<file path="config.mk">
export PLATFORM = sky130hd
export DESIGN_NAME = uspne_front
export DESIGN_NICKNAME = d
export VERILOG_FILES = /design/src/hdl/uwb_signal_power_nlos_estimator_macros.svh /design/src/hdl/uspne_pkg.sv /design/src/hdl/uspne_front.sv
export SDC_FILE = /design/constraint.sdc
export NUM_CORES = 2
export LEC_CHECK = 0
export ABC_CLOCK_PERIOD_IN_PS = 21500
export BUFFER_PORTS_ARGS = -buffer_cell sky130_fd_sc_hd__buf_2
export CORE_ASPECT_RATIO = 2
export CORE_MARGIN = 3
export CORE_UTILIZATION = 41
export DETAILED_ROUTE_END_ITERATION = 8
export SLEW_MARGIN = 10
export SYNTH_ARGS = -nofsm -noshare
export SYNTH_HDL_FRONTEND = slang
export SYNTH_SLANG_ARGS = --single-unit
export TNS_END_PERCENT = 20
</file>
<file path="constraint.sdc">
create_clock -name clock -period 21.5 [get_ports clock]
set_input_delay 0 -clock clock [delete_from_list [all_inputs] [get_ports clock]]
set_output_delay 0 -clock clock [all_outputs]
set_load 0.005 [all_outputs]
</file>
<file path="src/hdl/uwb_signal_power_nlos_estimator_macros.svh">
// Assertion macros for the receive power estimator.
// Included by the modules that carry concurrent checks; no other dependencies.
`ifndef UWB_SIGNAL_POWER_NLOS_ESTIMATOR_MACROS_SVH
`define UWB_SIGNAL_POWER_NLOS_ESTIMATOR_MACROS_SVH

// Same-cycle implication, disabled during reset.
`define USPNE_ASSERT_IMP(name, clk, rst, ante, cons, msg) \
   name: assert property (@(posedge clk) disable iff (rst) (ante) |-> (cons)) \
      else $error(msg);

// Next-cycle implication, disabled during reset.
`define USPNE_ASSERT_NXT(name, clk, rst, ante, cons, msg) \
   name: assert property (@(posedge clk) disable iff (rst) (ante) |=> (cons)) \
      else $error(msg);

`endif

</file>
<file path="src/hdl/uspne_pkg.sv">
// Shared widths, constants and types of the receive power estimator.
// No dependencies; imported by every module of the block.
`timescale 1ns / 1ps

package uspne_pkg;

   // Field widths
   localparam int CNT_W      = 12;
   localparam int AMP_W      = 22;
   localparam int AMP_FRAC   = 2;
   localparam int AMP_INT_W  = AMP_W - AMP_FRAC;
   localparam int CP_W       = 32;
   localparam int GAIN_W     = 3;
   localparam int PWR_W      = 17;
   localparam int PC_W       = 5;
   localparam int THR_W      = 6;
   localparam int CSR_IDX_W  = 4;
   localparam int CSR_DATA_W = 8;

   // Internal widths
   localparam int SQ_W       = 2 * AMP_INT_W;
   localparam int FSUM_W     = SQ_W + 2;
   localparam int NN_W       = 2 * CNT_W;
   localparam int LOG_FRAC   = 16;
   localparam int LOG_INT_W  = 6;
   localparam int LOG_W      = LOG_INT_W + LOG_FRAC;
   localparam int MANT_W     = 31;

   // Level arithmetic
   localparam int DEF_FRAC_BITS    = 8;
   localparam int PRF_CODE_SPLIT   = 8;
   localparam int ALPHA_HI_TENTHS  = 1217;
   localparam int ALPHA_LO_TENTHS  = 1138;
   localparam int RX_OFFSET_TENTHS = 632;
   localparam int GAIN_DB_STEP     = 6;
   localparam int DB_PER_LOG2_Q16  = 197283;
   localparam int DB_K_W           = 19;
   localparam int PWR_MAX          = 65535;
   localparam int PWR_MIN          = -65536;

   // Register reset values
   localparam logic [PC_W-1:0]  PC_RESET  = PC_W'(9);
   localparam logic [THR_W-1:0] THR_RESET = THR_W'(12);

   // Pipeline layout
   localparam int FRONT_STG = 2;
   localparam int LOG_STG   = LOG_FRAC + 1;
   localparam int DB_STG    = 3;
   localparam int NUM_STG   = FRONT_STG + LOG_STG + DB_STG;

   typedef enum logic [CSR_IDX_W-1:0] {
      CSR_PREAMBLE_CODE  = CSR_IDX_W'(0),
      CSR_NLOS_THRESHOLD = CSR_IDX_W'(1)
   } csr_idx_type;

   // Fields that ride along the log pipeline
   typedef struct packed {
      logic [GAIN_W-1:0] gain;
      logic              invalid;
   } side_type;

endpackage

</file>
<file path="src/hdl/uspne_front.sv">
// Front stages: squares of count and amplitudes, then the amplitude power sum.
// Depends on uspne_pkg.
`timescale 1ns / 1ps

module uspne_front (
   input  logic                           clock,
   input  logic [1:0]                     stage_en,
   input  logic [uspne_pkg::CNT_W-1:0]    accum_count,
   input  logic [uspne_pkg::AMP_W-1:0]    fp_amp_one,
   input  logic [uspne_pkg::AMP_W-1:0]    fp_amp_two,
   input  logic [uspne_pkg::AMP_W-1:0]    fp_amp_three,
   input  logic [uspne_pkg::CP_W-1:0]     channel_power,
   input  logic [uspne_pkg::GAIN_W-1:0]   gain_decision,
   output logic [uspne_pkg::FSUM_W-1:0]   fsum,
   output logic [uspne_pkg::NN_W-1:0]     nn,
   output logic [uspne_pkg::CP_W-1:0]     cp,
   output uspne_pkg::side_type            side
);
   import uspne_pkg::*;

   logic [AMP_INT_W-1:0] a1, a2, a3;
   logic [SQ_W-1:0]      sq1_in, sq2_in, sq3_in;
   logic [SQ_W-1:0]      sq1_ff, sq2_ff, sq3_ff;
   logic [NN_W-1:0]      nn_in, nn0_ff, nn1_ff;
   logic [CP_W-1:0]      cp0_ff, cp1_ff;
   logic [FSUM_W-1:0]    fsum_in, fsum_ff;
   side_type             side_in, side0_ff, side1_ff;

   // drop the two fractional amplitude bits
   assign a1 = fp_amp_one[AMP_W-1:AMP_FRAC];
   assign a2 = fp_amp_two[AMP_W-1:AMP_FRAC];
   assign a3 = fp_amp_three[AMP_W-1:AMP_FRAC];

   always_comb begin
      sq1_in = a1 * a1;
      sq2_in = a2 * a2;
      sq3_in = a3 * a3;
      nn_in  = accum_count * accum_count;
      side_in.gain    = gain_decision;
      side_in.invalid = (accum_count == '0) || (channel_power == '0) ||
                        ((a1 == '0) && (a2 == '0) && (a3 == '0));
   end

   always_ff @(posedge clock) begin
      if (stage_en[0]) begin
         sq1_ff   <= sq1_in;
         sq2_ff   <= sq2_in;
         sq3_ff   <= sq3_in;
         nn0_ff   <= nn_in;
         cp0_ff   <= channel_power;
         side0_ff <= side_in;
      end
   end

   assign fsum_in = FSUM_W'(sq1_ff) + FSUM_W'(sq2_ff) + FSUM_W'(sq3_ff);

   always_ff @(posedge clock) begin
      if (stage_en[1]) begin
         fsum_ff  <= fsum_in;
         nn1_ff   <= nn0_ff;
         cp1_ff   <= cp0_ff;
         side1_ff <= side0_ff;
      end
   end

   assign fsum = fsum_ff;
   assign nn   = nn1_ff;
   assign cp   = cp1_ff;
   assign side = side1_ff;

endmodule

</file>
# [Yosys cells after proc, flatten, opt, wreduce, memory -nomap -nowiden]
# Cells that the tools add are included.
[op_classes] reduce_logical=9 addsub=2 n_mul=4
[op_table] operator="$mul A20 B20 Y40" count=3
[op_table] operator="$logic_not A20 Y1" count=3
[op_table] operator="$add A41 B40 Y42" count=1
[op_table] operator="$add A40 B40 Y41" count=1
[op_table] operator="$logic_not A32 Y1" count=1
[op_table] operator="$mul A12 B12 Y24" count=1
[op_table] operator="$logic_not A12 Y1" count=1
[op_table] operator="$logic_and A1 B1 Y1" count=2
[op_table] operator="$logic_or A1 B1 Y1" count=2
[totals] output_inout_bits=102 ff_bits=282 word_cells=27 inputBits=116

# [Logic depth before layout (Yosys ltp)]
[depth] ltp_word=4 ltp_mapped=27 ltp_nobuf=25

# [Least setup slack after synthesis]
# OpenSTA, ideal clock, no wires.
[synth_path] path_kind="input to register" from="input fp_amp_three[6] (netlist bit)" to="register sq3_ff[38] (data pin)" path_slack_ns=14.742 arrival_ns=6.496 required_ns=21.238 n_path_buf=2 path_stages=25 setup_ns=0.262 cell_sequence="clkbuf_1 > clkbuf_1 > nand2_1 > fa_1 > inv_1 > fa_1 > inv_1 > fa_1 > inv_1 > fa_1 > fa_1 > fa_1 > inv_1 > fa_1 > inv_1 > ha_1 > a21o_1 > a21o_1 > a2111oi_0 > o31ai_1 > a41oi_1 > o21ai_0 > a31o_2 > mux2i_1 > nand3_1"
[synth_via] elab_chain_len=1
[synth_rtl] element="from (decl)" line="uspne_front.sv:11" source="input logic [uspne_pkg::AMP_W-1:0] fp_amp_three,"
[synth_rtl] element="$mul A20 B20 Y40" line="uspne_front.sv:37" source="sq3_in = a3 * a3;"
[synth_rtl] element="via sq3_in[38]" line="uspne_front.sv:22" source="logic [SQ_W-1:0] sq1_in, sq2_in, sq3_in;"
[synth_rtl] element="to (signal assigned)" line="uspne_front.sv:48" source="sq3_ff <= sq3_in;"
[synth_rtl] element="to (decl)" line="uspne_front.sv:23" source="logic [SQ_W-1:0] sq1_ff, sq2_ff, sq3_ff;"
# The timed path passes the listed nets, and every way through them passes these cells.
# A chain may end at the register's enable or synchronous reset.

# [Final worst setup path]
[layout_path] from="input fp_amp_three[2] (netlist bit)" to="register sq3_ff[38] (data pin)"
# Same word-level chain as after synthesis.

==> metrics.yaml <==
min_period_ns: 7.076
fin_nets: 6644
dp_hpwl_um: 108200
initial_core_util_pct: 41.35
seq_area_frac_synth_pct: 16.69
die_h_um: 499.0
final_cell_mix: "inv_1, fa_1, ha_1, nand2_1, edfxtp_1"
wl_per_cell_um: 19.77
dpl-instance-area_um2: 52290
drive_gt1_share_pct: 6.006
netlist_instances: 4891
worst_skew_pair.late_latency_ns: 0.57
grt_antenna_before_repair: 10
synth.area.top_cells: "fa_1, edfxtp_1, ha_1"
fin_tns_setup_ns: 0
root_buffer: "clkbuf_16"
end_kind: "register"
setup_viol: 0
die_w_um: 252.5
hold_viol: 0
port_buffers: 210
numClockSinks: 277
synth_area_um2: 49820
drt-pass1-iter-count: 6
vias: 34350
grt_pass1_vias: 39020
finalInstanceArea_um2: 53670
slew_headroom_pct: 12.04
cts_setup_buffers: 0
yosysWarnings: 0
rsz0062_at_grt: "no"
final_common_cell: "inv_1"
tightestPinTransition_ns: 1.307
synth_cell_types: 73
grt_max_degree: 72
avgSynthCellArea_um2: 10.19
cp_max_fo: 23
reg2reg_depth: 11
syn2layout_area_growth_pct: 7.725
rows: 180
cp.required_ns: 21.80
groute.usage.overall_pct: 21.27
cts_tree: "yes"
synth_top_area_cell: "fa_1"
synth_top_area_share_pct: 38.25
clock_path_buffers: 3
antenna_left: 0
routed_via_density: 5.205
routed_wirelength_um: 130400
cts_buffers: 27
grt_overflow_total: 0
core_region_area_um2: 120500
critPathKind: "input port to register"
fin_crit_sh_pct: 32.91
crit_arrival_ns: 7.37
drt_iter0_drc: 1541
start_kind: "input port"
synth_ff_type: "edfxtp_1"
clk_pin_slew_ns: 0.07
hold_depth: 4
ios: 218
holdCritPathClass: "input port to register"
slew_violations: 0
synth-seq-cells: 277
h-tree-depth: 1
synth_edf_count: 277
outcome: "finished clean"
drv_cap: 0
ys_async_sr_fraction_pct: 0
fin_hold_ws_ns: 0.06202
die_area_um2: 126000
gp_congestion: 0.8887
grt_pass1_wl_um: 206800
drcViolationCount: 0
fmax_mhz: 141.3
skew_ns: 0.02790
layer usage:
metal  share of wire [%]  up-vias  track usage, %
li1                    -    15550               -
met5               0.026        -               0
met3                 4.0      339           1.884
met1                  33    17550           21.63
met2                  57      903           42.41
met4                 6.0        4           10.66
flip-flops by register name, summed over array words and instances, names as in the netlist, 23 cells and up:
| signal | flops |
|---|---|
| nn | 23 |
| nn0_ff | 23 |
| cp | 32 |
| cp0_ff | 32 |
| fsum | 42 |
| sq3_ff | 39 |
| sq1_ff | 39 |
| sq2_ff | 39 |
logic make-up (layout without fill, tap and decap cells):
| kind of cell | Yosys count | in the layout | synth area share, % |
|---|---|---|---|
| AOI/OAI and AO/OA | 530 | 530 | 6.916 |
| xor gates and xnor gates | 227 | 227 | 3.990 |
| adders and majority gates | 1506 | 1506 | 52.15 |
| buffers and inverters | 1282 | 1433 | 9.666 |
| DFF | 277 | 277 | 16.69 |
| muxes | 6 | 6 | 0.1331 |
| other | 1 | 10 | 0.007526 |
| and+or+nand+nor | 1062 | 1062 | 10.44 |
final timing paths:
check	end	slack (ns)	startpoint
hold reg to reg	nn[3]$_DFFE_PP_	0.42	nn0_ff[3]$_DFFE_PP_
hold / removal	nn0_ff[23]$_DFFE_PP_	0.06	accum_count[11]
setup / recovery	sq3_ff[38]$_DFFE_PP_	14.42	fp_amp_three[2]
setup reg to reg	fsum[33]$_DFFE_PP_	17.68	sq1_ff[5]$_DFFE_PP_
metrics by stage:
step / util [%] / std cells / setup WS [ns]
finish: 44.55 / 6598 / 14.42
detailed placement: 43.40 / 6500 / 13.81
floorplan: - / 4894 / 14.74
global route: 44.53 / 6593 / 14.04
global placement: 43.40 / 6500 / 13.88
CTS: 44.53 / 6592 / 14.40
worst max-delay path, cell delays in order:
cell and delay [ns]:
dlygate4sd3_1 0.55, buf_2 0.37, and2_1 0.26, inv_1 0.10, fa_1 0.36, inv_1 0.06
ha_1 0.16, inv_1 0.05, fa_1 0.50, fa_1 0.55, inv_1 0.04, fa_1 0.48
fa_1 0.50, inv_1 0.05, fa_1 0.53, inv_1 0.05, ha_1 0.36, a21o_1 0.18
a21o_1 0.18, a2111oi_0 0.62, o31ai_1 0.17, a41oi_1 0.39, o21ai_0 0.27, a31o_2 0.32
mux2i_1 0.16, nand3_1 0.08
repair_timing:
action	CTS	global route
hold endpoints to repair	123	0
resized for setup	0	0
setup endpoints to repair	0	0
hold buffers	42	0
cells in the mapped netlist (all sizes together), types with 3 or more instances:
cell / number
xor2: 83
a21oi: 174
o21ai: 84
nor2b: 31
a31oi: 16
a22oi: 3
nor3: 27
a41oi: 6
o41ai: 3
and4: 5
clkbuf: 156
a221o: 3
nand2: 452
o21bai: 28
or4: 6
and2: 265
a21boi: 4
a311oi: 7
nor3b: 4
and3b: 3
nor4: 30
edfxtp: 277
fa: 952
nand2b: 21
a211oi: 13
inv: 1123
o21a: 26
nand3: 35
o31ai: 11
mux2: 5
nand4: 30
and3: 20
or2: 14
o211ai: 13
a221oi: 7
a21o: 99
ha: 552
buf: 3
nor2: 111
xnor2: 144
a2111oi: 3
or3: 3
a31o: 12
a211o: 3
cell type report:
cell class | count | area [um^2]
fill | 11550 | 66820
clock inverter | 21 | 264.0
clock buffer | 29 | 683.2
sequential | 277 | 8318
multi-input combinational | 3335 | 36700
timing repair buffer | 260 | 1540
antenna | 6 | 15.01
tap | 1547 | 1936
inverter | 1123 | 4215
Power is not shown: default switching activity piles up to over one toggle a cycle in this logic, so the estimate is an artifact.
